## src/design/cvk3d_pkg.sv

```systemverilog
// package for the 3d constant velocity kalman filter
// types, constants and fixed point helpers; no dependencies
package cvk3d_pkg;

  localparam int VW = 32;
  localparam int FB = 16;
  localparam logic signed [VW-1:0] VMAX = {1'b0, {(VW-1){1'b1}}};
  localparam logic signed [VW-1:0] VMIN = {1'b1, {(VW-1){1'b0}}};
  localparam logic signed [VW-1:0] ONE = VW'(1) <<< FB;

  // register indexes
  localparam logic [2:0] REG_Q  = 3'd0;
  localparam logic [2:0] REG_P0 = 3'd1;
  localparam logic [2:0] REG_R  = 3'd2;
  localparam logic [2:0] REG_SX = 3'd3;
  localparam logic [2:0] REG_SY = 3'd4;
  localparam logic [2:0] REG_SZ = 3'd5;

  localparam logic CMD_UPDATE  = 1'b0;
  localparam logic CMD_RESTART = 1'b1;

  typedef struct packed {
    logic              cmd;
    logic signed [31:0] meas_x;
    logic signed [31:0] meas_y;
    logic signed [31:0] meas_z;
    logic [19:0]        step_time;
  } in_req_t;

  typedef struct packed {
    logic signed [31:0] est_px;
    logic signed [31:0] est_py;
    logic signed [31:0] est_pz;
    logic signed [31:0] est_vx;
    logic signed [31:0] est_vy;
    logic signed [31:0] est_vz;
  } out_req_t;

  // datapath operations issued by the controller
  localparam logic [3:0] OP_NONE    = 4'd0;
  localparam logic [3:0] OP_RESTART = 4'd1;
  localparam logic [3:0] OP_MUL     = 4'd2;
  localparam logic [3:0] OP_ADD     = 4'd3;
  localparam logic [3:0] OP_SUB     = 4'd4;
  localparam logic [3:0] OP_DIV     = 4'd5;
  localparam logic [3:0] OP_COPY    = 4'd6;
  localparam logic [3:0] OP_ZERO    = 4'd7;

  // register file slots of the datapath
  localparam int NSLOT = 32;
  typedef logic [4:0] slot_t;
  localparam slot_t S_PX = 5'd0, S_PY = 5'd1, S_PZ = 5'd2;
  localparam slot_t S_VX = 5'd3, S_VY = 5'd4, S_VZ = 5'd5;
  localparam slot_t S_PP = 5'd6, S_PC = 5'd7, S_PV = 5'd8;
  localparam slot_t S_D  = 5'd9, S_Q = 5'd10, S_R = 5'd11;
  localparam slot_t S_MX = 5'd12, S_MY = 5'd13, S_MZ = 5'd14;
  localparam slot_t S_PCH = 5'd15, S_PPH = 5'd16, S_PVH = 5'd17;
  localparam slot_t S_S = 5'd18, S_KP = 5'd19, S_KV = 5'd20;
  localparam slot_t S_T0 = 5'd21, S_T1 = 5'd22, S_ONE = 5'd23;
  localparam slot_t S_EX = 5'd24, S_EY = 5'd25, S_EZ = 5'd26;
  localparam slot_t S_OM = 5'd27;

  typedef struct packed {
    logic [3:0] op;
    slot_t      a;
    slot_t      b;
    slot_t      dst;
  } cmd_t;

  typedef struct packed {
    logic busy;
    logic s_pos;
  } stat_t;

  function automatic logic signed [VW-1:0] sat_add(input logic signed [VW-1:0] a,
                                                   input logic signed [VW-1:0] b);
    logic signed [VW:0] s;
    s = {a[VW-1], a} + {b[VW-1], b};
    if (s[VW] != s[VW-1]) return s[VW] ? VMIN : VMAX;
    return s[VW-1:0];
  endfunction

  function automatic logic signed [VW-1:0] sat_sub(input logic signed [VW-1:0] a,
                                                   input logic signed [VW-1:0] b);
    logic signed [VW:0] s;
    s = {a[VW-1], a} - {b[VW-1], b};
    if (s[VW] != s[VW-1]) return s[VW] ? VMIN : VMAX;
    return s[VW-1:0];
  endfunction

  // magnitude result with sign to saturated value
  function automatic logic signed [VW-1:0] from_mag(input logic neg,
                                                    input logic [2*VW+FB-1:0] m);
    logic [VW:0] cap;
    logic [VW:0] v;
    cap = neg ? {1'b0, 1'b1, {(VW-1){1'b0}}} : {2'b00, {(VW-1){1'b1}}};
    if (m > {{(VW+FB-1){1'b0}}, cap}) v = cap;
    else v = m[VW:0];
    return neg ? VW'(-v) : v[VW-1:0];
  endfunction

endpackage

```

## src/design/cvk3d_ctrl.sv

```systemverilog
// sequencer for the kalman update: issues one datapath operation per step
// depends on cvk3d_pkg
module cvk3d_ctrl import cvk3d_pkg::*; (
  input  logic  clk,
  input  logic  rst,
  input  logic  in_valid,
  output logic  in_ready,
  input  logic  in_cmd,
  output logic  out_valid,
  input  logic  out_ready,
  output logic  load,
  output cmd_t  dcmd,
  input  stat_t dstat
);

  localparam logic [1:0] ST_IDLE = 2'd0;
  localparam logic [1:0] ST_RUN  = 2'd1;
  localparam logic [1:0] ST_WAIT = 2'd2;

  localparam int NSTEP = 40;
  logic [1:0] state, state_next;
  logic [5:0] pc, pc_next;
  logic       out_valid_next;
  cmd_t       prog;

  // microprogram
  always_comb begin
    prog = '{OP_NONE, S_PX, S_PX, S_PX};
    case (pc)
      6'd0:  prog = '{OP_MUL,  S_D,   S_PV,  S_T0};
      6'd1:  prog = '{OP_ADD,  S_PC,  S_T0,  S_PCH};
      6'd2:  prog = '{OP_MUL,  S_D,   S_PC,  S_T0};
      6'd3:  prog = '{OP_ADD,  S_PP,  S_T0,  S_T0};
      6'd4:  prog = '{OP_MUL,  S_D,   S_PCH, S_T1};
      6'd5:  prog = '{OP_ADD,  S_T0,  S_T1,  S_T0};
      6'd6:  prog = '{OP_ADD,  S_T0,  S_Q,   S_PPH};
      6'd7:  prog = '{OP_ADD,  S_PV,  S_Q,   S_PVH};
      6'd8:  prog = '{OP_ADD,  S_PPH, S_R,   S_S};
      6'd9:  prog = '{OP_DIV,  S_PPH, S_S,   S_KP};
      6'd10: prog = '{OP_DIV,  S_PCH, S_S,   S_KV};
      6'd11: prog = '{OP_MUL,  S_D,   S_VX,  S_T0};
      6'd12: prog = '{OP_ADD,  S_PX,  S_T0,  S_PX};
      6'd13: prog = '{OP_SUB,  S_MX,  S_PX,  S_EX};
      6'd14: prog = '{OP_MUL,  S_D,   S_VY,  S_T0};
      6'd15: prog = '{OP_ADD,  S_PY,  S_T0,  S_PY};
      6'd16: prog = '{OP_SUB,  S_MY,  S_PY,  S_EY};
      6'd17: prog = '{OP_MUL,  S_D,   S_VZ,  S_T0};
      6'd18: prog = '{OP_ADD,  S_PZ,  S_T0,  S_PZ};
      6'd19: prog = '{OP_SUB,  S_MZ,  S_PZ,  S_EZ};
      6'd20: prog = '{OP_MUL,  S_KP,  S_EX,  S_T0};
      6'd21: prog = '{OP_ADD,  S_PX,  S_T0,  S_PX};
      6'd22: prog = '{OP_MUL,  S_KV,  S_EX,  S_T0};
      6'd23: prog = '{OP_ADD,  S_VX,  S_T0,  S_VX};
      6'd24: prog = '{OP_MUL,  S_KP,  S_EY,  S_T0};
      6'd25: prog = '{OP_ADD,  S_PY,  S_T0,  S_PY};
      6'd26: prog = '{OP_MUL,  S_KV,  S_EY,  S_T0};
      6'd27: prog = '{OP_ADD,  S_VY,  S_T0,  S_VY};
      6'd28: prog = '{OP_MUL,  S_KP,  S_EZ,  S_T0};
      6'd29: prog = '{OP_ADD,  S_PZ,  S_T0,  S_PZ};
      6'd30: prog = '{OP_MUL,  S_KV,  S_EZ,  S_T0};
      6'd31: prog = '{OP_ADD,  S_VZ,  S_T0,  S_VZ};
      6'd32: prog = '{OP_SUB,  S_ONE, S_KP,  S_OM};
      6'd33: prog = '{OP_MUL,  S_OM,  S_PPH, S_PP};
      6'd34: prog = '{OP_MUL,  S_OM,  S_PCH, S_PC};
      6'd35: prog = '{OP_MUL,  S_KV,  S_PCH, S_T0};
      6'd36: prog = '{OP_SUB,  S_PVH, S_T0,  S_PV};
      default: prog = '{OP_NONE, S_PX, S_PX, S_PX};
    endcase
    // gains are zero when the innovation variance is not positive
    if ((pc == 6'd9 || pc == 6'd10) && !dstat.s_pos) prog.op = OP_ZERO;
  end

  assign in_ready = (state == ST_IDLE) && !out_valid;

  always_comb begin
    state_next = state;
    pc_next = pc;
    out_valid_next = out_valid && !out_ready;
    load = 1'b0;
    dcmd = '{OP_NONE, S_PX, S_PX, S_PX};
    case (state)
      ST_IDLE: begin
        if (in_valid && in_ready) begin
          load = 1'b1;
          if (in_cmd == CMD_RESTART) begin
            dcmd.op = OP_RESTART;
          end else begin
            state_next = ST_RUN;
            pc_next = '0;
          end
        end
      end
      ST_RUN: begin
        dcmd = prog;
        state_next = ST_WAIT;
      end
      ST_WAIT: begin
        if (!dstat.busy) begin
          if (pc == 6'(NSTEP - 4)) begin
            state_next = ST_IDLE;
            out_valid_next = 1'b1;
          end else begin
            pc_next = pc + 6'd1;
            state_next = ST_RUN;
          end
        end
      end
      default: state_next = ST_IDLE;
    endcase
  end

  always_ff @(posedge clk) begin
    if (rst) begin
      state <= ST_IDLE;
      pc <= '0;
      out_valid <= 1'b0;
    end else begin
      state <= state_next;
      pc <= pc_next;
      out_valid <= out_valid_next;
    end
  end

endmodule

```

## config.mk

```make
export PLATFORM = sky130hd
export DESIGN_NAME = cvk3d_ctrl
export DESIGN_NICKNAME = d
export VERILOG_FILES = /design/src/design/cvk3d_pkg.sv /design/src/design/cvk3d_ctrl.sv
export SDC_FILE = /design/constraint.sdc
export NUM_CORES = 1
export LEC_CHECK = 0
export BUFFER_PORTS_ARGS = -buffer_cell sky130_fd_sc_hd__buf_2
export CAP_MARGIN = 10
export CORE_MARGIN = 4
export CORE_UTILIZATION = 54
export CTS_BUF_LIST = sky130_fd_sc_hd__clkbuf_2
export DETAILED_ROUTE_END_ITERATION = 6
export MAX_ROUTING_LAYER = met4
export PLACE_DENSITY = 0.75
export SYNTH_ARGS = -nofsm -noshare
export SYNTH_HDL_FRONTEND = slang
export SYNTH_SLANG_ARGS = --single-unit
```

## constraint.sdc

```tcl
create_clock -name clk -period 3.38 [get_ports clk]
set_clock_uncertainty 0.1 [all_clocks]
set_input_delay 0.676 -clock clk [delete_from_list [all_inputs] [get_ports clk]]
set_output_delay 0.676 -clock clk [all_outputs]
set_load 0.005 [all_outputs]
```

---- Word level (Yosys, flattened, before mapping) ----
Memories as Yosys holds them, arrays and structs flattened. A register that Yosys moved wholly into a read port is not among the register bits.
Cells that the tools add are included.
word-level totals
  memory bits (read-only) ................. 1,152
  memories ................................ 1
  logic and storage cells ................. 48
  register bits after elaboration ......... 9
  output and inout port bits .............. 22
operators by class
  equality and inequality tests ........... 9
  reductions and logical operators ........ 12
  add/subtract/negate cells ............... 1
  mux-type cells .......................... 22
memories
  memory            words  width  read ports  clocked after memory_dff  wr ports  RTL line          RTL
  (name not given)  64     18     1           1                         0         cvk3d_ctrl.sv:29  case (pc)
operator list
  operator             count
  $mux 6               6
  $mux 15              1
  $eq 6x4->1 const B   2
  $pmux 6 s2           1
  $mux 1               8
  $pmux 4 s2           1
  $add 6x1->6 const B  1
  $eq 6x6->1 const B   1
  $mux 2               3
  $ne 2x2->1 const B   3
  $pmux 2 s3           1
  $reduce_and 5->1     1
  $logic_and 1x1->1    4
  $mux 4               1
  $logic_not 1->1      3
  $reduce_and 3->1     1
  $eq 2x1->1 const B   1
  $eq 2x2->1 const B   1
  $logic_not 2->1      1
  $ne 2x1->1 const B   1
  $reduce_bool 2->1    1
  $logic_or 1x1->1     1

---- Longest topological paths before layout ----
Gate-level depths: netlist of the first run.
  depth after elaboration ................. 7
  mapped depth ............................ 13

---- Least setup slack after synthesis of the first run ----
Ideal clock, no wire load.
  kind .................................... in2reg
  start point ............................. input dstat[1] (netlist bit)
  end point ............................... register prog[9] (netlist name)
  stages on the path ...................... 11
  library setup time ...................... 0.124 ns
  path buffers ............................ 2
  slack ................................... 0.154 ns
  arrival time ............................ 3.002 ns
  required time ........................... 3.156 ns
  cells stage by stage .................... or3b_1 > buf_2 > a21oi_2 > mux2i_1 > nand2_2 > ha_1 > clkbuf_1 > nand2_1 > nor2b_1 > nor3_1 > o41ai_1
between the ends
  word-level cells in the longest chain between the ends .. 4
ends and longest elaborated chain
  element                                RTL line          RTL
  start: declaration                     cvk3d_ctrl.sv:13  input stat_t dstat
  $ne 2x2->1 (no source line)            --
  $reduce_and 5->1 (no source line)      --
  $mux 6 (no source line) (2 in series)  --
No other way between the ends.
A chain may end at the register's enable or synchronous reset.

---- Worst setup path after layout of the first run ----
  start point ............................. register pc[0]
  end point ............................... register prog[9] (netlist name)
between the ends
  word-level cells in the longest chain between the ends .. 6
  elaborated cells on any way between the ends .. 9
ends and longest elaborated chain
  element                                  RTL line           RTL
  start: declaration                       cvk3d_ctrl.sv:22   logic [5:0] pc, pc_next;
  start signal: assignment                 cvk3d_ctrl.sv:119  pc <= pc_next;
  $add 6x1->6                              cvk3d_ctrl.sv:103  pc_next = pc + 6'd1;
  $mux 6                                   cvk3d_ctrl.sv:99   if (pc == 6'(NSTEP - 4)) begin
  $mux 6                                   cvk3d_ctrl.sv:98   if (!dstat.busy) begin
  $pmux 6 s2                               cvk3d_ctrl.sv:81   case (state)
  $mux 6 (no source line) * (2 in series)  --
Every way passes the cells marked *; elsewhere a longest branch is shown, timed or not. The select of a mux whose other input is x is not followed.

==> reports/metrics.csv, run 1 <==
metric,value,unit
status,"finished, final reports clean",
FF+latch area,541,sq um
post-CTS sizing,0,
endpoints failing hold,0,
Least-Margin Pin Slew,530,ps
final number of setup-violating endpoints,0,
met2 global-route usage,0.393,
Top Usage Layer GRT,met2,
HP Class,input port to register,
reg2reg end,prog[9]$_DFF_P_,
clk_lat worst skew,360,ps
CP Class,register to register,
CP Data Arrival Time,3300,ps
RSZ-0062 raised after global routing,false,
Leak Pwr,1.08,nW
layout cells sized above 1,0.225,
Congestion Overflow GR,0,
Mean Syn Cell Area,7.72,sq um
pwr dens,207,mW/mm^2
Die Y,72.7,um
Fmax,321,MHz
Antenna Cells,0,
GR Layer Usage met3,0.0455,
crit path launch type,register,
Clock Pin Slew Worst Setup and Hold Paths,250,ps
CTS tree,done,
die area,0.00529,sq mm
H-tree levels,1,
vias in the first global route,2205,
via/cell ratio,6.37,
clock root buffer,clkbuf_2,
register area share after synthesis,0.239,
M1 GR Usage,0.371,
Tot Pwr,0.518,mW
initial core utilization,0.561,
# nets final,344,
Synth Cell Area,0.00226,sq mm
most frequent cell after synthesis,nand2_1,
Rows,23,
Synth top area share,0.239,
Seq cells post-synth,27,
"FFs w/ async S/R, synth",0,
area grow syn2layout,10.6,%
per-cell routed wire length,17.6,um
Max Cap Viol,0,
Slew HR,0.644,
Synth Warn #,0,
hold endpoint,state[1]$_SDFFE_PP0P_,
I/O pins,29,
postcts setup bufs,0,
cells after synthesis,293,
TritonCTS sink count,27,
Post-Route Setup TNS,0,ps
Worst Hold Launch,dstat[1],
final worst path period share,0.922,
minimum clock period,3110,ps
"Top FF cell, synth",dfxtp_1,
I/O Buffers,27,
Worst R2R Start,pc[0]$_SDFFE_PP0N_,
initial drt markers,401,
TritonCTS Buffers,3,
worst hold path depth,3,
core area,0.00403,sq mm
first-pass GRT wire length,11000,um
die width,72.7,um
peak supply drop,0.000107,V
Routed WL,6580,um
Crit Path Max Fanout,9,
initial antenna violation count,0,
library cells used by synthesis,64,
Worst R2R Setup Slack,270,ps
Worst EP required,3560,ps
DP HPWL,4770,um
area of the multi-input gates,0.00152,sq mm
number of synthesized flops with an enable pin,0,
largest net degree at the start of global routing,23,
# DRC,0,
Max Buffers Root-to-Sink,2,
Detail Route Antenna Nets,0,
Final GP Congestion,1.03,
Area contributors post-synth,"dfxtp_1 (24%), ha_1 (6.6%), o21ai_0 (5.3%)",
Mapped Nets,312,
Synth area leader,dfxtp_1,
fillcell total,374,
synth cell count leaders,"nand2_1 (30), dfxtp_1 (27), o21ai_0 (24)",
CTS Hold Buffers Added,0,
Via Count,2382,
total global-route track usage,0.266,
endpoint class of the critical path,register,
Worst R2R Path Depth,11,
max-slew violation count,0,
detailed-router iteration count before antenna repair,6,
[kinds of logic after synthesis]
family,Yosys count,share of synthesized area
simple gates,108,0.256
compound gates,97,0.312
buf+inv,39,0.0885
flops,27,0.239
fa+ha+maj,12,0.0664
xor+xnor,5,0.0194
mux,4,0.0177
other cells,1,0.00166
[placed cells by master (no fill, tap or decap), types with 11 or more instances in the layout]
cell type and count:
a21oi_1 13, nor2_1 22, inv_1 15, dfxtp_1 27, o21ai_0 24, buf_4 19, o211ai_1 11, buf_2 27
nand2_1 30, and2_1 16, ha_1 12
[power breakdown]
group          total [mW]  switching [mW]  internal (mW)  leakage [nW]
Clock               0.129          0.0976         0.0312        0.0166
Sequential          0.329         0.00424          0.324         0.218
Combinational      0.0609          0.0349         0.0261         0.844
Total               0.518           0.137          0.382          1.08
[layout make-up]
cell class	count	area share
clock buffers	4	0.00800
inverters	20	0.0320
multi-input cells	227	0.608
flip-flops and latches	27	0.216
well taps	50	0.0250
repair buffers	46	0.111
[layer usage]
layer / wire [um] / vias up
met1: 2790 / 1100
met4: 157 / 0
met2: 2940 / 153
met5: 0 / -
li1: - / 1109
met3: 698 / 20
[worst max-delay path by stage]
stage                        from         endpoint  slack (ps)  cells past startpoint
5_1_grt        pc[0]$_SDFFE_PP0N_  prog[1]$_DFF_P_         110                     12
3_5_place_dp             dstat[1]  prog[9]$_DFF_P_         190                     11
4_1_cts        pc[0]$_SDFFE_PP0N_  prog[1]$_DFF_P_         330                     11
6_report       pc[0]$_SDFFE_PP0N_  prog[9]$_DFF_P_         270                     11
3_3_place_gp             dstat[1]  prog[1]$_DFF_P_         190                     11
2_1_floorplan            dstat[1]  prog[9]$_DFF_P_         150                     11
[worst max-delay path, stage by stage (launching register included)]
cell,delay [ps]
dfxtp_1,460
inv_1,130
ha_1,220
and4bb_4,230
a21oi_2,230
mux2i_1,330
nand2_2,200
ha_1,410
nand2_1,150
nor2b_1,160
nor3_1,60
o41ai_1,360
[per-stage QoR]
step	instances	area, sq um	hold WS, ps	utilization	worst slack [ps]
finish	374	2500	493	0.621	265
global route	374	2500	470	0.621	112
CTS	374	2500	474	0.621	327
detailed placement	370	2480	532	0.616	192
global placement	370	2480	522	0.616	189
floorplan	293	2260	524	-	154
Power figures use the tool's default switching activity.
==> run 2, diff against run 1 <==
--- a/constraint.sdc
+++ b/constraint.sdc
@@ -4,2 +4,2 @@
 set_output_delay 0.676 -clock clk [all_outputs]
-set_load 0.005 [all_outputs]
+set_load 0.05 [all_outputs]
==> run 2 against run 1 <==
Critical path depth grew 1. Flip-flop and latch count is the same. Non-clock buffer count grew 1. Via count grew 0.80%. Maximum frequency shrank 3.4%. Die area is the same. Global-route usage shrank 1.7 points. Clock power is essentially flat. Setup slack lost 110 ps. Register-to-register slack lost 110 ps. Count of clock-buffer cells in the layout is the same. Critical path type unchanged. Largest power group unchanged.
==> reports/metrics.csv, run 2 (synthesized netlist as in run 1, its figures left out) <==
metric,value,unit,change
crit path launch type,register,,
# nets final,345,,+0.29%
Tot Pwr,0.548,mW,+5.8%
first-pass GRT wire length,10200,um,-7.3%
TritonCTS Buffers,3,,unchanged
most frequent cells in the layout,"nand2_1 (30), dfxtp_1 (27), buf_2 (27), o21ai_0 (24), nor2_1 (22)",,
TritonCTS sink count,27,,unchanged
endpoint class of the critical path,register,,
I/O Buffers,27,,unchanged
detailed-router iteration count before antenna repair,6,,unchanged
clk_lat worst skew,360,ps,about the same
H-tree levels,1,,unchanged
max-slew violation count,0,,unchanged
reg2reg end,prog[9]$_DFF_P_,,
clock root buffer,clkbuf_2,,
Fmax,310,MHz,-3.4%
peak supply drop,0.0000996,V,-7.0%
layout cells sized above 1,0.231,,+0.00546
Congestion Overflow GR,0,,unchanged
Die Y,72.7,um,unchanged
area of the multi-input gates,0.00152,sq mm,+0.16%
final worst path period share,0.954,,+0.0328
# DRC,0,,unchanged
Worst R2R Start,pc[0]$_SDFFE_PP0N_,,
per-cell routed wire length,17.5,um,-0.62%
CTS tree,done,,
final number of setup-violating endpoints,0,,unchanged
Final GP Congestion,1.02,,-0.89%
pwr dens,218,mW/mm^2,+5.3%
CTS Hold Buffers Added,0,,unchanged
Worst EP required,3520,ps,-40 ps
Crit Path Max Fanout,11,,+2
Max Buffers Root-to-Sink,2,,unchanged
HP Class,input port to register,,
initial core utilization,0.561,,unchanged
core area,0.00403,sq mm,unchanged
Worst R2R Setup Slack,150,ps,-110 ps
CP Data Arrival Time,3370,ps,+70 ps
total global-route track usage,0.250,,-0.0167
CP Class,register to register,,
Via Count,2401,,+0.80%
die area,0.00529,sq mm,unchanged
I/O pins,29,,unchanged
Rows,23,,unchanged
via/cell ratio,6.40,,+0.53%
initial antenna violation count,0,,unchanged
Post-Route Setup TNS,0,ps,unchanged
vias in the first global route,2018,,-8.5%
Critical path origin,pc[0]$_SDFFE_PP0N_,,
fillcell total,388,,+3.7%
minimum clock period,3230,ps,+111 ps
Detail Route Antenna Nets,0,,unchanged
FF+latch area,541,sq um,unchanged
endpoints failing hold,0,,unchanged
initial drt markers,324,,-19%
DP HPWL,4750,um,-0.39%
status,"finished, final reports clean",,
Clock Pin Slew Worst Setup and Hold Paths,260,ps,about the same
Max Cap Viol,0,,unchanged
Leak Pwr,1.08,nW,+0.40%
Antenna Cells,0,,unchanged
"most common cell after layout, fill and taps aside",nand2_1,,
Worst Hold Launch,out_ready,,
largest net degree at the start of global routing,24,,+4.3%
Routed WL,6560,um,-0.35%
worst hold path depth,3,,unchanged
RSZ-0062 raised after global routing,false,,
die width,72.7,um,unchanged
area grow syn2layout,11.1,%,
hold endpoint,out_valid$_SDFF_PP0_,,
Worst R2R Path Depth,12,,+1
-- run 2: cell count changes in the layout (fill, tap and decap cells not counted) --
cell and delta:
ha_1 -1, ha_2 +1, buf_4 +1
-- run 2: how the worst max path moves through the flow --
stage,end,slack (ps),depth (start not counted)
6_report,prog[9]$_DFF_P_,150,12
3_5_place_dp,prog[9]$_DFF_P_,40,11
4_1_cts,prog[9]$_DFF_P_,180,12
5_1_grt,prog[9]$_DFF_P_,80,12
3_3_place_gp,prog[9]$_DFF_P_,100,11
2_1_floorplan,prog[9]$_DFF_P_,150,11
-- run 2: critical path, cell delays in order, from the launching register on --
cell      delay, ps
dfxtp_1         480
inv_1           130
ha_1            220
and4bb_4        230
a21oi_2         230
xnor2_1         160
nand2_2         140
inv_2           230
ha_2            310
inv_1           140
o22ai_1         140
a221oi_1        120
o41ai_1         470
-- run 2: layout make-up --
cell class,count,share of cell area
clock buffers,4,0.00797
repair buffers,47,0.114
inverters,20,0.0319
flip-flops and latches,27,0.215
multi-input cells,227,0.607
well taps,50,0.0249
-- run 2: per-stage QoR --
stage	hold slack, ps	cells	util	setup slack [ps]	instance area (sq um)
2_1_floorplan	569	293	-	154	2260
3_3_place_gp	518	371	0.618	97.4	2490
3_5_place_dp	536	371	0.618	43.0	2490
4_1_cts	491	375	0.623	176	2510
5_1_grt	491	375	0.624	75.3	2510
6_report	489	375	0.624	154	2510
-- run 2: power by group --
group / total [mW] / switching (mW) / internal [mW]
combinational: 0.0907 / 0.0642 / 0.0264
clock: 0.129 / 0.0980 / 0.0312
sequential: 0.328 / 0.00405 / 0.324
-- run 2: timing repair --
action	4_1_cts	5_1_grt
endpoints found under the hold margin	0	0
setup buffers	0	0
endpoints found under the setup margin	0	1
resized for setup	0	1
-- run 2: metal layers --
layer | routed length (um) | up-vias | global-route usage
met4 | 155 | 0 | 0.0799
met2 | 2890 | 159 | 0.374
met5 | 0 | - | -
met1 | 2850 | 1106 | 0.349
li1 | - | 1114 | -
met3 | 660 | 22 | 0.0303
